==> config.mk <==
export PLATFORM = sky130hd
export DESIGN_NAME = source_tokenizer_unit
export DESIGN_NICKNAME = d
export VERILOG_FILES = /design/src/design/stok_pkg.sv /design/src/design/stok_front.sv /design/src/design/stok_back.sv /design/src/design/source_tokenizer_unit.sv
export VERILOG_INCLUDE_DIRS = /design/src /design/src/design
export SDC_FILE = /design/constraint.sdc
export NUM_CORES = 1
export LEC_CHECK = 0
export BUFFER_PORTS_ARGS = -buffer_cell sky130_fd_sc_hd__buf_2
export CAP_MARGIN = 20
export CORE_ASPECT_RATIO = 1.75
export CORE_MARGIN = 4
export CORE_UTILIZATION = 45
export DETAILED_ROUTE_END_ITERATION = 8
export PLACE_DENSITY_LB_ADDON = 0.25
export SYNTH_ARGS = -nofsm -noshare
export SYNTH_HDL_FRONTEND = slang
export SYNTH_SLANG_ARGS = --single-unit
==> constraint.sdc <==
create_clock -name clock -period 33.1 [get_ports clock]
set_clock_uncertainty 0.05 [all_clocks]
set_input_delay 6.62 -clock clock [delete_from_list [all_inputs] [get_ports clock]]
set_output_delay 6.62 -clock clock [all_outputs]
set_load 0.03 [all_outputs]
==> src/design/source_tokenizer_unit_assert.svh <==
// assertion macros used by the source tokenizer back part
// no dependencies
`ifndef SOURCE_TOKENIZER_UNIT_ASSERT_SVH
`define SOURCE_TOKENIZER_UNIT_ASSERT_SVH
// implication checked at every rising clock edge outside reset
`define STU_ASSERT_IMP(label, clk, rst, lhs, rhs, msg) \
   label: assert property (@(posedge clk) disable iff (rst) (lhs) |-> (rhs)) else $error(msg);
// next-cycle implication outside reset
`define STU_ASSERT_NEXT(label, clk, rst, lhs, rhs, msg) \
   label: assert property (@(posedge clk) disable iff (rst) (lhs) |=> (rhs)) else $error(msg);
`endif

==> src/design/stok_pkg.sv <==
// shared types and constants of the source tokenizer
// no dependencies
`timescale 1ns / 1ps
package stok_pkg;
   localparam logic [3:0] M_IDLE    = 4'd0;
   localparam logic [3:0] M_BLANK   = 4'd1;
   localparam logic [3:0] M_SLASH   = 4'd2;
   localparam logic [3:0] M_COMMENT = 4'd3;
   localparam logic [3:0] M_NAME    = 4'd4;
   localparam logic [3:0] M_STRING  = 4'd5;
   localparam logic [3:0] M_ESC     = 4'd6;
   localparam logic [3:0] M_HEX1    = 4'd7;
   localparam logic [3:0] M_HEX2    = 4'd8;

   localparam logic [2:0] K_BLANK   = 3'd0;
   localparam logic [2:0] K_COMMENT = 3'd1;
   localparam logic [2:0] K_NEWLINE = 3'd2;
   localparam logic [2:0] K_NAME    = 3'd3;
   localparam logic [2:0] K_STRING  = 3'd4;
   localparam logic [2:0] K_END     = 3'd5;
   localparam logic [2:0] K_ERROR   = 3'd6;

   localparam logic [2:0] E_NONE    = 3'd0;
   localparam logic [2:0] E_INVALID = 3'd1;
   localparam logic [2:0] E_EOF_STR = 3'd2;
   localparam logic [2:0] E_EOL_STR = 3'd3;
   localparam logic [2:0] E_ESCAPE  = 3'd4;
   localparam logic [2:0] E_HEX     = 3'd5;

   localparam logic [0:0] REG_TAB_MODE = 1'd0;
   localparam logic [0:0] REG_UNESCAPE = 1'd1;

   localparam int MAX_RESULTS = 4;

   // one result before the line and column are attached
   typedef struct packed {
      logic [2:0] kind;
      logic       has;
      logic [7:0] val;
      logic       done;
      logic [2:0] err;
   } res_type;

   // classified item handed from front to back
   typedef struct packed {
      logic [2:0]  count;
      res_type [MAX_RESULTS-1:0] res;
      logic [1:0]  pos_sel;  // index of first result using the new token position
   } item_type;

   function automatic logic is_letter(input logic [7:0] c);
      return (c >= 8'h61 && c <= 8'h7a) || (c >= 8'h41 && c <= 8'h5a);
   endfunction

   function automatic logic is_name_char(input logic [7:0] c);
      return is_letter(c) || c == 8'h5f || (c >= 8'h30 && c <= 8'h39);
   endfunction

   function automatic logic [4:0] nibble(input logic [7:0] c);
      logic [7:0] t;
      t = 8'd16;
      if (c >= 8'h30 && c <= 8'h39) t = c - 8'h30;
      else if (c >= 8'h61 && c <= 8'h66) t = c - 8'h57;
      else if (c >= 8'h41 && c <= 8'h46) t = c - 8'h37;
      return t[4:0];
   endfunction

   // bit 8 set when the escape is not known
   function automatic logic [8:0] decode_escape(input logic [7:0] c);
      logic [8:0] r;
      case (c)
         8'h30:   r = 9'd0;
         8'h61:   r = 9'd7;
         8'h62:   r = 9'd8;
         8'h66:   r = 9'd12;
         8'h6e:   r = 9'd10;
         8'h74:   r = 9'd9;
         8'h72:   r = 9'd13;
         8'h76:   r = 9'd11;
         8'h27:   r = 9'h27;
         8'h22:   r = 9'h22;
         8'h5c:   r = 9'h5c;
         default: r = 9'h100;
      endcase
      return r;
   endfunction
endpackage

==> src/design/stok_front.sv <==
// front part: scanner state machine, classifies each byte into up to two results
// depends on stok_pkg
`timescale 1ns / 1ps
module stok_front #(
   parameter int LINE_BITS   = 20,
   parameter int COLUMN_BITS = 16
) (
   input  logic                     clock,
   input  logic                     reset,
   input  logic                     in_valid,
   output logic                     in_ready,
   input  logic [7:0]               char_byte,
   input  logic                     end_of_input,
   input  logic [4:0]               expected_mask,
   input  logic [1:0]               tab_mode,
   input  logic                     unescape,
   output logic                     q_valid,
   input  logic                     q_ready,
   output stok_pkg::item_type       q_item,
   output logic [LINE_BITS-1:0]     q_line0,
   output logic [COLUMN_BITS-1:0]   q_col0,
   output logic [LINE_BITS-1:0]     q_line1,
   output logic [COLUMN_BITS-1:0]   q_col1
);
   import stok_pkg::*;

   localparam logic [LINE_BITS-1:0]   LMAX = {LINE_BITS{1'b1}};
   localparam logic [COLUMN_BITS-1:0] CMAX = {COLUMN_BITS{1'b1}};

   logic [3:0]             mode_ff, mode_in;
   logic                   dq_ff, dq_in;
   logic [7:0]             hex_ff, hex_in;
   logic                   hbad_ff, hbad_in;
   logic [2:0]             serr_ff, serr_in;
   logic [LINE_BITS-1:0]   line_ff, line_in, tline_ff, tline_in;
   logic [COLUMN_BITS-1:0] col_ff, col_in, tcol_ff, tcol_in;
   logic [4:0]             held_ff, held_in;

   item_type it;
   logic     fire;
   logic     restart;
   logic     use_held;
   logic     ending;
   logic [4:0] smask;
   logic       all;
   logic [8:0] dec;
   logic [4:0] nib;
   logic [3:0] stop;
   logic [COLUMN_BITS:0] csum;
   logic [7:0] c;

   assign in_ready = q_ready;
   assign fire     = in_valid && in_ready;
   assign q_valid  = in_valid;
   assign q_item   = it;
   assign q_line0  = tline_ff;
   assign q_col0   = tcol_ff;
   assign q_line1  = tline_in;
   assign q_col1   = tcol_in;
   assign c        = char_byte;

   // classification of one byte
   always_comb begin
      it       = '0;
      mode_in  = mode_ff;
      dq_in    = dq_ff;
      hex_in   = hex_ff;
      hbad_in  = hbad_ff;
      serr_in  = serr_ff;
      line_in  = line_ff;
      col_in   = col_ff;
      tline_in = tline_ff;
      tcol_in  = tcol_ff;
      held_in  = held_ff;
      restart  = 1'b0;
      use_held = 1'b0;
      ending   = end_of_input || c == 8'h00;
      dec      = decode_escape(c);
      nib      = nibble(c);
      smask    = 5'd0;
      all      = 1'b0;
      stop     = 4'd4;
      csum     = '0;
      it.pos_sel = 2'd3;
      if (ending) begin
         unique case (mode_ff)
            M_BLANK:   it.res[0] = '{K_BLANK, 1'b0, 8'd0, 1'b1, E_NONE};
            M_COMMENT: it.res[0] = '{K_COMMENT, 1'b0, 8'd0, 1'b1, E_NONE};
            M_NAME:    it.res[0] = '{K_NAME, 1'b0, 8'd0, 1'b1, E_NONE};
            M_SLASH:   it.res[0] = '{K_ERROR, 1'b0, 8'd0, 1'b1, E_INVALID};
            M_STRING, M_ESC, M_HEX1, M_HEX2:
                       it.res[0] = '{K_STRING, 1'b0, 8'd0, 1'b1, E_EOF_STR};
            default:   it.res[0] = '0;
         endcase
         if (mode_ff == M_IDLE) begin
            it.res[0]  = '{K_END, 1'b0, 8'd0, 1'b1, E_NONE};
            it.count   = 3'd1;
            it.pos_sel = 2'd0;
         end else begin
            it.res[1]  = '{K_END, 1'b0, 8'd0, 1'b1, E_NONE};
            it.count   = 3'd2;
            it.pos_sel = 2'd1;
         end
         mode_in  = M_IDLE;
         serr_in  = E_NONE;
         tline_in = line_ff;
         tcol_in  = col_ff;
      end else begin
         unique case (mode_ff)
            M_BLANK: begin
               if (c == 8'h20 || c == 8'h09) begin
                  it.res[0] = '{K_BLANK, 1'b1, c, 1'b0, E_NONE};
                  it.count  = 3'd1;
               end else begin
                  it.res[0] = '{K_BLANK, 1'b0, 8'd0, 1'b1, E_NONE};
                  it.count  = 3'd1;
                  restart   = 1'b1;
               end
            end
            M_SLASH: begin
               if (c == 8'h2f) mode_in = M_COMMENT;
               else begin
                  it.res[0] = '{K_ERROR, 1'b0, 8'd0, 1'b1, E_INVALID};
                  it.count  = 3'd1;
                  restart   = 1'b1;
                  use_held  = 1'b1;
               end
            end
            M_COMMENT: begin
               if (c == 8'h0a) begin
                  it.res[0] = '{K_COMMENT, 1'b0, 8'd0, 1'b1, E_NONE};
                  restart   = 1'b1;
               end else it.res[0] = '{K_COMMENT, 1'b1, c, 1'b0, E_NONE};
               it.count = 3'd1;
            end
            M_NAME: begin
               if (is_name_char(c)) it.res[0] = '{K_NAME, 1'b1, c, 1'b0, E_NONE};
               else begin
                  it.res[0] = '{K_NAME, 1'b0, 8'd0, 1'b1, E_NONE};
                  restart   = 1'b1;
               end
               it.count = 3'd1;
            end
            M_STRING: begin
               if (c == (dq_ff ? 8'h22 : 8'h27)) begin
                  it.res[0] = '{K_STRING, 1'b0, 8'd0, 1'b1, serr_ff};
                  it.count  = 3'd1;
                  serr_in   = E_NONE;
                  mode_in   = M_IDLE;
               end else if (c == 8'h0a) begin
                  it.res[0] = '{K_STRING, 1'b0, 8'd0, 1'b1, E_EOL_STR};
                  it.count  = 3'd1;
                  restart   = 1'b1;
                  use_held  = 1'b1;
               end else if (c == 8'h5c) begin
                  mode_in = M_ESC;
               end else begin
                  it.res[0] = '{K_STRING, 1'b1, c, 1'b0, E_NONE};
                  it.count  = 3'd1;
               end
            end
            M_ESC: begin
               if (c == 8'h78) begin
                  mode_in = M_HEX1;
                  hex_in  = 8'd0;
                  hbad_in = 1'b0;
                  if (!unescape) begin
                     it.res[0] = '{K_STRING, 1'b1, 8'h5c, 1'b0, E_NONE};
                     it.res[1] = '{K_STRING, 1'b1, 8'h78, 1'b0, E_NONE};
                     it.count  = 3'd2;
                  end
               end else begin
                  mode_in = M_STRING;
                  if (!unescape) begin
                     it.res[0] = '{K_STRING, 1'b1, 8'h5c, 1'b0, E_NONE};
                     it.res[1] = '{K_STRING, 1'b1, c, 1'b0, E_NONE};
                     it.count  = 3'd2;
                  end else if (dec[8]) begin
                     if (serr_ff == E_NONE) serr_in = E_ESCAPE;
                  end else begin
                     it.res[0] = '{K_STRING, 1'b1, dec[7:0], 1'b0, E_NONE};
                     it.count  = 3'd1;
                  end
               end
            end
            M_HEX1: begin
               mode_in = M_HEX2;
               if (!unescape) begin
                  it.res[0] = '{K_STRING, 1'b1, c, 1'b0, E_NONE};
                  it.count  = 3'd1;
               end else if (nib[4]) hbad_in = 1'b1;
               else hex_in = {nib[3:0], 4'd0};
            end
            M_HEX2: begin
               mode_in = M_STRING;
               if (!unescape) begin
                  it.res[0] = '{K_STRING, 1'b1, c, 1'b0, E_NONE};
                  it.count  = 3'd1;
               end else begin
                  if (nib[4]) hbad_in = 1'b1;
                  else hex_in = hex_ff | {4'd0, nib[3:0]};
                  if (hbad_in) begin
                     if (serr_ff == E_NONE) serr_in = E_HEX;
                  end else begin
                     it.res[0] = '{K_STRING, 1'b1, hex_in, 1'b0, E_NONE};
                     it.count  = 3'd1;
                  end
               end
            end
            default: restart = 1'b1;
         endcase
         // token start on the same byte
         if (restart) begin
            smask    = use_held ? held_ff : expected_mask;
            all      = smask == 5'd0;
            tline_in = line_ff;
            tcol_in  = col_ff;
            held_in  = smask;
            serr_in  = E_NONE;
            mode_in  = M_IDLE;
            it.pos_sel = it.count[1:0];
            if ((c == 8'h20 || c == 8'h09) && (all || smask[0])) begin
               mode_in = M_BLANK;
               it.res[it.count[1:0]] = '{K_BLANK, 1'b1, c, 1'b0, E_NONE};
               it.count = it.count + 3'd1;
            end else if (c == 8'h2f && (all || smask[1])) begin
               mode_in = M_SLASH;
            end else if (c == 8'h0a && (all || smask[2])) begin
               it.res[it.count[1:0]] = '{K_NEWLINE, 1'b0, 8'd0, 1'b1, E_NONE};
               it.count = it.count + 3'd1;
            end else if ((is_letter(c) || c == 8'h5f) && (all || smask[3])) begin
               mode_in = M_NAME;
               it.res[it.count[1:0]] = '{K_NAME, 1'b1, c, 1'b0, E_NONE};
               it.count = it.count + 3'd1;
            end else if ((c == 8'h27 || c == 8'h22) && (all || smask[4])) begin
               mode_in = M_STRING;
               dq_in   = c == 8'h22;
            end else begin
               it.res[it.count[1:0]] = '{K_ERROR, 1'b0, 8'd0, 1'b1, E_INVALID};
               it.count = it.count + 3'd1;
            end
         end
         // position update
         if (c == 8'h0a) begin
            if (line_ff != LMAX) line_in = line_ff + 1'b1;
            col_in = {{(COLUMN_BITS-1){1'b0}}, 1'b1};
         end else if (c == 8'h0d) begin
            col_in = col_ff;
         end else if (c == 8'h09) begin
            stop = (tab_mode == 2'd0) ? 4'd2 : ((tab_mode == 2'd2) ? 4'd8 : 4'd4);
            csum = {1'b0, col_ff} + {{(COLUMN_BITS-3){1'b0}}, stop}
                 - {{(COLUMN_BITS-2){1'b0}}, ((col_ff[2:0] - 3'd1) & (stop[2:0] - 3'd1))};
            col_in = (csum > {1'b0, CMAX}) ? CMAX : csum[COLUMN_BITS-1:0];
         end else if (col_ff != CMAX) col_in = col_ff + 1'b1;
      end
   end

   // scanner state
   always_ff @(posedge clock) begin
      if (reset) begin
         mode_ff  <= M_IDLE;
         dq_ff    <= 1'b0;
         hex_ff   <= 8'd0;
         hbad_ff  <= 1'b0;
         serr_ff  <= E_NONE;
         line_ff  <= {{(LINE_BITS-1){1'b0}}, 1'b1};
         col_ff   <= {{(COLUMN_BITS-1){1'b0}}, 1'b1};
         tline_ff <= {{(LINE_BITS-1){1'b0}}, 1'b1};
         tcol_ff  <= {{(COLUMN_BITS-1){1'b0}}, 1'b1};
         held_ff  <= 5'd0;
      end else if (fire) begin
         mode_ff  <= mode_in;
         dq_ff    <= dq_in;
         hex_ff   <= hex_in;
         hbad_ff  <= hbad_in;
         serr_ff  <= serr_in;
         line_ff  <= line_in;
         col_ff   <= col_in;
         tline_ff <= tline_in;
         tcol_ff  <= tcol_in;
         held_ff  <= held_in;
      end
   end
endmodule

==> src/design/stok_back.sv <==
// back part: two-entry item queue and result sequencer
// depends on stok_pkg and the assertion macro header
`timescale 1ns / 1ps
module stok_back #(
   parameter int LINE_BITS   = 20,
   parameter int COLUMN_BITS = 16
) (
   input  logic                   clock,
   input  logic                   reset,
   input  logic                   q_valid,
   output logic                   q_ready,
   input  stok_pkg::item_type     q_item,
   input  logic [LINE_BITS-1:0]   q_line0,
   input  logic [COLUMN_BITS-1:0] q_col0,
   input  logic [LINE_BITS-1:0]   q_line1,
   input  logic [COLUMN_BITS-1:0] q_col1,
   output logic                   out_valid,
   input  logic                   out_ready,
   output stok_pkg::res_type      out_res,
   output logic [LINE_BITS-1:0]   out_line,
   output logic [COLUMN_BITS-1:0] out_col,
   output logic                   out_last
);
   import stok_pkg::*;
`include "source_tokenizer_unit_assert.svh"

   localparam int W = $bits(item_type) + 2 * (LINE_BITS + COLUMN_BITS);

   logic [W-1:0] mem_ff [2];
   logic [1:0]   cnt_ff, cnt_in;
   logic         wp_ff, wp_in, rp_ff, rp_in;
   logic [1:0]   idx_ff, idx_in;
   item_type     head;
   logic [LINE_BITS-1:0]   l0, l1;
   logic [COLUMN_BITS-1:0] c0, c1;
   logic push, pop, take, empty_item;

   assign {head, l0, c0, l1, c1} = mem_ff[rp_ff];
   assign q_ready    = cnt_ff != 2'd2;
   assign push       = q_valid && q_ready && q_item.count != 3'd0;
   assign empty_item = head.count == 3'd0;
   assign out_valid  = cnt_ff != 2'd0;
   assign out_res    = head.res[idx_ff];
   assign out_last   = {1'b0, idx_ff} == head.count - 3'd1;
   assign out_line   = (idx_ff >= head.pos_sel) ? l1 : l0;
   assign out_col    = (idx_ff >= head.pos_sel) ? c1 : c0;
   assign take       = out_valid && out_ready;
   assign pop        = take && out_last;

   // queue pointers and result index
   always_comb begin
      wp_in  = push ? ~wp_ff : wp_ff;
      rp_in  = pop ? ~rp_ff : rp_ff;
      cnt_in = cnt_ff + {1'b0, push} - {1'b0, pop};
      idx_in = pop ? 2'd0 : (take ? idx_ff + 2'd1 : idx_ff);
   end

   always_ff @(posedge clock) begin
      if (reset) begin
         cnt_ff <= 2'd0;
         wp_ff  <= 1'b0;
         rp_ff  <= 1'b0;
         idx_ff <= 2'd0;
      end else begin
         cnt_ff <= cnt_in;
         wp_ff  <= wp_in;
         rp_ff  <= rp_in;
         idx_ff <= idx_in;
      end
   end

   // queue storage
   always_ff @(posedge clock) begin
      if (push) mem_ff[wp_ff] <= {q_item, q_line0, q_col0, q_line1, q_col1};
   end

   `STU_ASSERT_IMP(a_no_empty_head, clock, reset, out_valid, !empty_item, "empty item queued")
   `STU_ASSERT_IMP(a_idx_in_range, clock, reset, out_valid, {1'b0, idx_ff} < head.count, "index past count")
   `STU_ASSERT_NEXT(a_hold, clock, reset, out_valid && !out_ready, out_valid, "result dropped")
endmodule

==> src/design/source_tokenizer_unit.sv <==
// top level of the source tokenizer: front scanner, queue and result sequencer
// depends on stok_pkg, stok_front and stok_back
//
//  port group | dir | payload
//  req_*      | in  | one source byte with end flag and kind mask
//  rsp_*      | out | one result (value byte or token end)
//  csr_*      | in  | register writes, no read-back
//
// one byte is taken per cycle while the queue has room; the scanner state
// register closes the only loop. each byte gives zero to two results, one per
// cycle while rsp_tready is high, from a two-entry queue that holds the input
// when full. reset is synchronous and clears scanner, counters and queue.
`timescale 1ns / 1ps
module source_tokenizer_unit #(
   parameter int LINE_BITS   = 20,
   parameter int COLUMN_BITS = 16
) (
   input  logic        clock,
   input  logic        reset,
   input  logic        req_tvalid,
   output logic        req_tready,
   input  logic [7:0]  req_tdata,  // char_byte
   input  logic [5:0]  req_tuser,  // end_of_input, expected_mask[4:0]
   output logic        rsp_tvalid,
   input  logic        rsp_tready,
   // has_value_byte, value_byte, token_done, error_code, start_line, start_column
   output logic [((LINE_BITS+COLUMN_BITS+13+7)/8)*8-1:0] rsp_tdata,
   output logic [2:0]  rsp_tuser,  // token_kind
   output logic        rsp_tlast,  // last
   input  logic        csr_we,
   input  logic [0:0]  csr_index,
   input  logic [1:0]  csr_wdata
);
   import stok_pkg::*;

   localparam int PW = 13 + LINE_BITS + COLUMN_BITS;
   localparam int DW = ((PW + 7) / 8) * 8;

   logic [1:0] tab_ff;
   logic       unesc_ff;
   logic       q_valid, q_ready;
   item_type   q_item;
   logic [LINE_BITS-1:0]   l0, l1, oline;
   logic [COLUMN_BITS-1:0] c0, c1, ocol;
   res_type    ores;
   logic [DW-1:0] packed_d;

   // configuration registers
   always_ff @(posedge clock) begin
      if (reset) begin
         tab_ff   <= 2'd1;
         unesc_ff <= 1'b0;
      end else if (csr_we) begin
         if (csr_index == REG_TAB_MODE) tab_ff <= csr_wdata;
         else if (csr_index == REG_UNESCAPE) unesc_ff <= csr_wdata[0];
      end
   end

   stok_front #(.LINE_BITS(LINE_BITS), .COLUMN_BITS(COLUMN_BITS)) u_front (
      .clock, .reset,
      .in_valid(req_tvalid), .in_ready(req_tready),
      .char_byte(req_tdata), .end_of_input(req_tuser[0]), .expected_mask(req_tuser[5:1]),
      .tab_mode(tab_ff), .unescape(unesc_ff),
      .q_valid, .q_ready, .q_item,
      .q_line0(l0), .q_col0(c0), .q_line1(l1), .q_col1(c1)
   );

   stok_back #(.LINE_BITS(LINE_BITS), .COLUMN_BITS(COLUMN_BITS)) u_back (
      .clock, .reset,
      .q_valid, .q_ready, .q_item,
      .q_line0(l0), .q_col0(c0), .q_line1(l1), .q_col1(c1),
      .out_valid(rsp_tvalid), .out_ready(rsp_tready),
      .out_res(ores), .out_line(oline), .out_col(ocol), .out_last(rsp_tlast)
   );

   // result beat packing
   assign packed_d  = DW'({ocol, oline, ores.err, ores.done, ores.val, ores.has});
   assign rsp_tdata = packed_d;
   assign rsp_tuser = ores.kind;
endmodule
; After elaboration in Yosys (flattened, before gate mapping)
; Memories as Yosys holds them, arrays and structs flattened. A register that Yosys moved wholly into a read port is not among the register bits.
; Cells that the tools add are included.
; Widths: inputs -> output; s select.
[totals]
ram_bits = 282
output_inout_bits = 62
mem_count = 2
in_bits = 22
rom_bits = 96
ff_bits = 103
word_cells = 280
[memory_table]
columns = memory, depth, width, read_ports, rd_clocked_by_memory_dff, wr, line_no
row1 = u_back.mem_ff, 2, 141, 1, 1, 1, stok_back.sv:29  ; logic [W-1:0] mem_ff [2];
row2 = (no name shown), 16, 6, 1, 1, 0, stok_front.sv:86  ; unique case (mode_ff)
[op_classes]
n_eq_ne = 48
reduce_logical = 50
add_sub_neg = 14
bitwise_logic = 16
n_mux = 121
order_cmp = 13
[op_table]
columns = cell, count
row1 = $mux 16, 24
row2 = $mux 67, 5
row3 = $bwmux 64, 2
row4 = $pmux 16 s8, 1
row5 = $pmux 9 s11, 1
row6 = $mux 32, 3
row7 = $eq 8x7->1 const B, 10
row8 = $mux 69, 1
row9 = $mux 20, 3
row10 = $mux 3, 19
row11 = $and 28x56->56, 1
row12 = $mux 4, 14
row13 = $not 56->56, 1
row14 = $and 24x48->48, 1
row15 = $not 48->48, 1
row16 = $eq 8x6->1 const B, 5
row17 = $mux 8, 5
row18 = $mux 13, 3
row19 = $mux 34, 1
row20 = $bmux 16 s2, 1
row21 = $demux 16 s2, 1
row22 = $le 8x7->1 const B, 4
row23 = $eq 8x4->1 const B, 3
row24 = $ne 4x1->1 const B, 6
row25 = other kinds (68), 146

; Longest topological paths before layout
[logic_depth]
ltp_word = 30
ltp_mapped = 17
ltp_nobuf = 16

; Hierarchy
; Synthesis repeated with hierarchy kept, for this count alone.
[unflattened]
hier_cells = 1567
area_unflattened_um2 = 18720.5
[by_module_without_submodules]
columns = module, seq_area_each_um2, instances, cells_each, area_each_um2
row1 = stok_back, 8608.3, 1, 436, 10802.9
row2 = stok_front, 1981.9, 1, 1110, 7728.7
row3 = source_tokenizer_unit, 60.1, 1, 21, 188.9

; Least setup slack after synthesis
; OpenSTA, ideal clock, no wires.
[synth_timing]
path_type = in2reg
startpoint = input req_tdata[1]
endpoint = memory u_back.mem_ff[0][0] (netlist name), enable pin
setup_time_ns = 0.952
cell_stages = 12
required_ns = 32.098
n_path_buf = 1
arrival_time_ns = 21.644
slack_ns = 10.455
path_cell_list = clkbuf_1 > inv_1 > ha_1 > or3b_1 > and4b_1 > o221ai_1 > nor3_1 > a2111oi_4 > ha_1 > nor3_1 > and4_1 > nor4_1
[synth_between]
elab_chain_cells = 25
word_cells_on_any_way = 93
cone_classes = add/sub: 4 / order compare: 8 / eq/ne: 18 / mux: 38 / reduce/logical: 25
[synth_rtl]
columns = element, line_no
row1 = "start, declared", source_tokenizer_unit.sv:22  ; input logic [7:0] req_tdata,
row2 = $ge 8x7->1 or $le 8x7->1 (tied branches), "stok_pkg.sv:52, stok_pkg.sv:64"
row3 = $logic_and 1x1->1, stok_pkg.sv:64  ; else if (c >= 8'h41 && c <= 8'h46) t = c - 8'h37;
row4 = $mux 5, stok_pkg.sv:64
row5 = $mux 5, stok_pkg.sv:63  ; else if (c >= 8'h61 && c <= 8'h66) t = c - 8'h57;
row6 = $mux 5, stok_pkg.sv:62  ; if (c >= 8'h30 && c <= 8'h39) t = c - 8'h30;
row7 = $mux 1, stok_front.sv:200  ; if (nib[4]) hbad_in = 1'b1;
row8 = $mux 1, stok_front.sv:196  ; if (!unescape) begin
row9 = $mux 1, stok_front.sv:109  ; unique case (mode_ff)
row10 = [9 not listed], --
row11 = $mux 67, stok_front.sv:226  ; end else if (c == 8'h2f && (all || smask[1])) begin
row12 = $mux 67, stok_front.sv:222  ; if ((c == 8'h20 || c == 8'h09) && (all || smask[0])) begin
row13 = $mux 69, stok_front.sv:213  ; if (restart) begin
row14 = $mux 3 *, stok_front.sv:85  ; if (ending) begin
row15 = $reduce_bool 3->1 *, stok_back.sv:40  ; assign push = q_valid && q_ready && q_item.count != 3'd0;
row16 = $logic_and 1x1->1 *, stok_back.sv:40
row17 = $mux 1 *, stok_back.sv:74  ; if (push) mem_ff[wp_ff] <= {q_item, q_line0, q_col0, q_line1, q_col1};
row18 = $mux 1 (not written as such) *, stok_back.sv:74
row19 = "end, declared", stok_back.sv:29
; Mark *: on every way between the ends. The rest lies on a longest branch, timed or not. The select of a mux whose other input is x is not followed.

; Final worst setup path
[layout_timing]
startpoint = input req_tdata[1]
endpoint = memory u_back.mem_ff[1][94] (netlist name), enable pin
; The elaborated chain is that of the path after synthesis.

==> results.py <==
metrics = {
    "run_status": {
        "outcome": "finished, final reports clean",
    },
    "worst_hold_path": {
        "hp-class": "flop to flop",
    },
    "global_routing": {
        "grt_pass1_vias": 12661,
        "grt_usage_pct": 20.0,
        "grt_remaining_overflow": 0,
        "antenna_found_initial": 2,
        "grt_max_degree": 84,
        "grt_pass1_wl_mm": 69.5,
    },
    "placed_design": {
        "place_congestion": 0.921,
        "portBuffers": 76,
        "hpwlAfterDp_mm": 30.6,
        "placed_cell_area_mm2": 0.0190,
    },
    "logic_synthesis": {
        "synth_warnings": 0,
        "synth.top_cell.area_share_pct": 43.9,
        "synthCells": 1569,
        "synth-simple-area-share_pct": 16.3,
        "synth_mux_area_share_pct": 9.43,
        "synth_compound_area_share_pct": 10.3,
        "synth_edf_count": 266,
        "synth_async_sr_flop_share_pct": 0,
        "ys.flop_type": "edfxtp_1",
        "avgSynthCellArea_um2": 11.6,
        "seq_area_frac_synth_pct": 55.9,
        "synth_fa_ha_area_share_pct": 3.27,
        "yosys.area.top_type": "edfxtp_1",
        "synth.most_common_cell": "edfxtp_1",
        "ys_top_cells_by_count": "edfxtp_1, nor2_1, nand2_1",
        "netlist_area_mm2": 0.0182,
        "netlist_top_cells_area": "edfxtp_1, dfxtp_1, mux4_2",
        "synth_xor_area_share_pct": 2.02,
        "synth_cell_type_count": 95,
        "ys_seq_elements": 375,
        "synth_top_family_by_area": "simple AND/OR/NAND/NOR gates",
    },
    "sta": {
        "min_period_ps": 11150,
        "maxSlewHeadroom_pct": 25.6,
        "min_period_over_period_pct": 33.7,
        "timing.setup.tns_ps": 0,
        "slew_violations": 0,
        "worst_pin_slew_ps": 1110,
        "final-hold-violation-count": 0,
        "rsz0062_at_grt": "false",
        "max_freq_ghz": 0.0897,
        "timing.hold.ws_ps": 421,
        "setup_viol": 0,
    },
    "cts": {
        "cts.reportedPaths.clkPinSlew_ps": 60,
        "cts_buffers": 34,
        "clock_path_buffers": 3,
        "worstSkewPairLatency_ps": 530,
        "htree_levels": 2,
        "clockRootBuffer": "clkbuf_16",
        "ctsResizeCount": 0,
        "clock_sinks": 375,
        "cts-hold-fix-buffers": 0,
        "cts_tree": "built",
        "postCtsSetupRepairBufs": 0,
    },
    "finish": {
        "num-nets-final": 1690,
        "num_antenna_cells": 0,
        "drive_gt1_share_pct": 15.7,
        "final_area_mm2": 0.0202,
        "area_growth_pct": 10.9,
    },
    "worst_setup_path": {
        "max_stage_delay_ps": 660,
        "endpoint_kind": "flop",
        "critPathLaunchType": "input pin",
        "cp_top_family": "simple AND/OR/NAND/NOR gates",
        "slowest_stage": "and2_4",
        "cp.required_ps": 33230,
        "path_cells": "buf_2 -> inv_1 -> ha_1 -> or3b_1 -> and4b_1 -> o221ai_1 -> nor3_1 -> a2111oi_4 -> ha_1 -> nor3_1 -> and4_1 -> nor3_2 -> and2_4 -> buf_4 -> buf_16",
        "arrival_ps": 11270,
        "crit_type": "input pin to flop",
        "crit_fanout": 73,
        "cp.buffers_inverters": 4,
    },
    "pwr": {
        "p_total_mw": 1.62,
        "p_leak_nw": 7.30,
        "ir_worst_vdd_mv": 0.0499,
        "power.density_mw_per_mm2": 80.5,
    },
    "detailed_routing": {
        "wirelength_mm": 44.4,
        "detail-route-antenna-nets": 0,
        "vias_per_cell": 5.82,
        "num_vias": 12460,
        "wire_per_inst_um": 20.7,
        "drc_errors": 0,
        "firstDrtPassIters": 5,
        "drtIter0Drc": 741,
    },
    "job": {
        "max_cap_violations": 0,
    },
    "floorplanning": {
        "die_y_um": 274,
        "initial_core_util_pct": 45.4,
        "core_mm2": 0.0401,
        "rows": 97,
        "die_area_mm2": 0.0438,
        "dieWidth_um": 160,
        "ios": 84,
    },
}
-- sequential cells by signal, summed over array words and instances (netlist names), named ones only --
register	flops
u_front.held_ff	5
u_back.mem_ff	266
u_front.hbad_ff	1
u_back.wp_ff	1
u_back.idx_ff	2
u_front.serr_ff	2
u_back.rp_ff	1
u_back.cnt_ff	2
u_front.dq_ff	1
tab_ff	2
u_front.hex_ff	8
u_front.q_line0	20
unesc_ff	1
u_front.q_col0	16
u_front.line_ff	20
u_front.col_ff	16
u_front.mode_ff	4
-- report_power, final --
group / total [mW] / switching (mW) / internal (mW)
sequential: 0.681 / 0.0399 / 0.641
combinational: 0.536 / 0.355 / 0.181
clock: 0.407 / 0.174 / 0.233
-- per-layer routing --
| metal | global-route usage, % | up-vias | part of all wire, % |
|---|---|---|---|
| li1 | - | 5920 | - |
| met1 | 23.2 | 6089 | 38 |
| met2 | 36.0 | 325 | 52 |
| met3 | 2.50 | 122 | 3.8 |
| met4 | 10.2 | 4 | 5.4 |
| met5 | 0 | - | 0.045 |
-- cell usage in the layout (no fill, tap or decap), types with 12 or more instances in the layout --
cell type | netlist | routed
and2_1 | 29 | 28
clkbuf_16 | 0 | 35
nor2b_1 | 15 | 15
buf_4 | 10 | 15
nand3_1 | 29 | 29
xnor2_1 | 24 | 24
mux2_2 | 14 | 14
a211oi_1 | 13 | 13
a31oi_1 | 12 | 12
xor2_1 | 18 | 18
a21oi_1 | 87 | 86
mux2i_1 | 14 | 14
nor3_1 | 61 | 61
edfxtp_1 | 266 | 266
mux4_2 | 63 | 63
dfxtp_1 | 109 | 108
o21ai_0 | 75 | 75
inv_1 | 33 | 33
buf_2 | 6 | 75
and3_1 | 22 | 22
ha_1 | 46 | 46
nand2b_1 | 18 | 18
nand2_1 | 172 | 172
nor2_1 | 176 | 176
-- worst register-to-register path, delay by kind of cell (launching register included) --
| family | cells | cell delay [ps] |
|---|---|---|
| AOI/OAI and AO/OA | 4 | 1290 |
| and+or+nand+nor | 4 | 1840 |
| buffers and inverters | 2 | 700 |
| DFF | 1 | 750 |
-- path summary, 6_finish.rpt --
| path | end | slack [ps] | from | cells past startpoint |
|---|---|---|---|---|
| max | u_back.mem_ff[1][94] | 21950 | req_tdata[1] | 15 |
| min | u_front.hex_ff[1] | 420 | u_front.hex_ff[1] | 2 |
| max reg2reg | u_back.mem_ff[1][94] | 28050 | u_front.mode_ff[1] | 10 |
| min reg2reg | u_front.hex_ff[1] | 420 | u_front.hex_ff[1] | 2 |
-- cells by family after synthesis --
logic type	Yosys count
AOI/OAI and AO/OA	286
xor gates and xnor gates	42
adders and majority gates	47
buffers and inverters	122
DFF	375
muxes	91
other	1
and+or+nand+nor	605
-- layout make-up --
cell class	count	area [um^2]
Clock buffer	43	926
Timing Repair Buffer	91	515
Multi-Input combinational cell	1082	7580
Tap cell	495	619
Inverter	37	139
Sequential cell	375	10200
Clock inverter	18	224
Fill cell	3527	19900
-- metrics by stage --
step                setup WS [ps]  utilization, %  instances
floorplan                   10450               -       1579
CTS                         21640            50.3       2140
global route                21620            50.4       2141
global placement            21210            47.4       2079
finish                      21950            50.4       2141
detailed placement          21070            47.4       2079
Power figures use the tool's default switching activity.
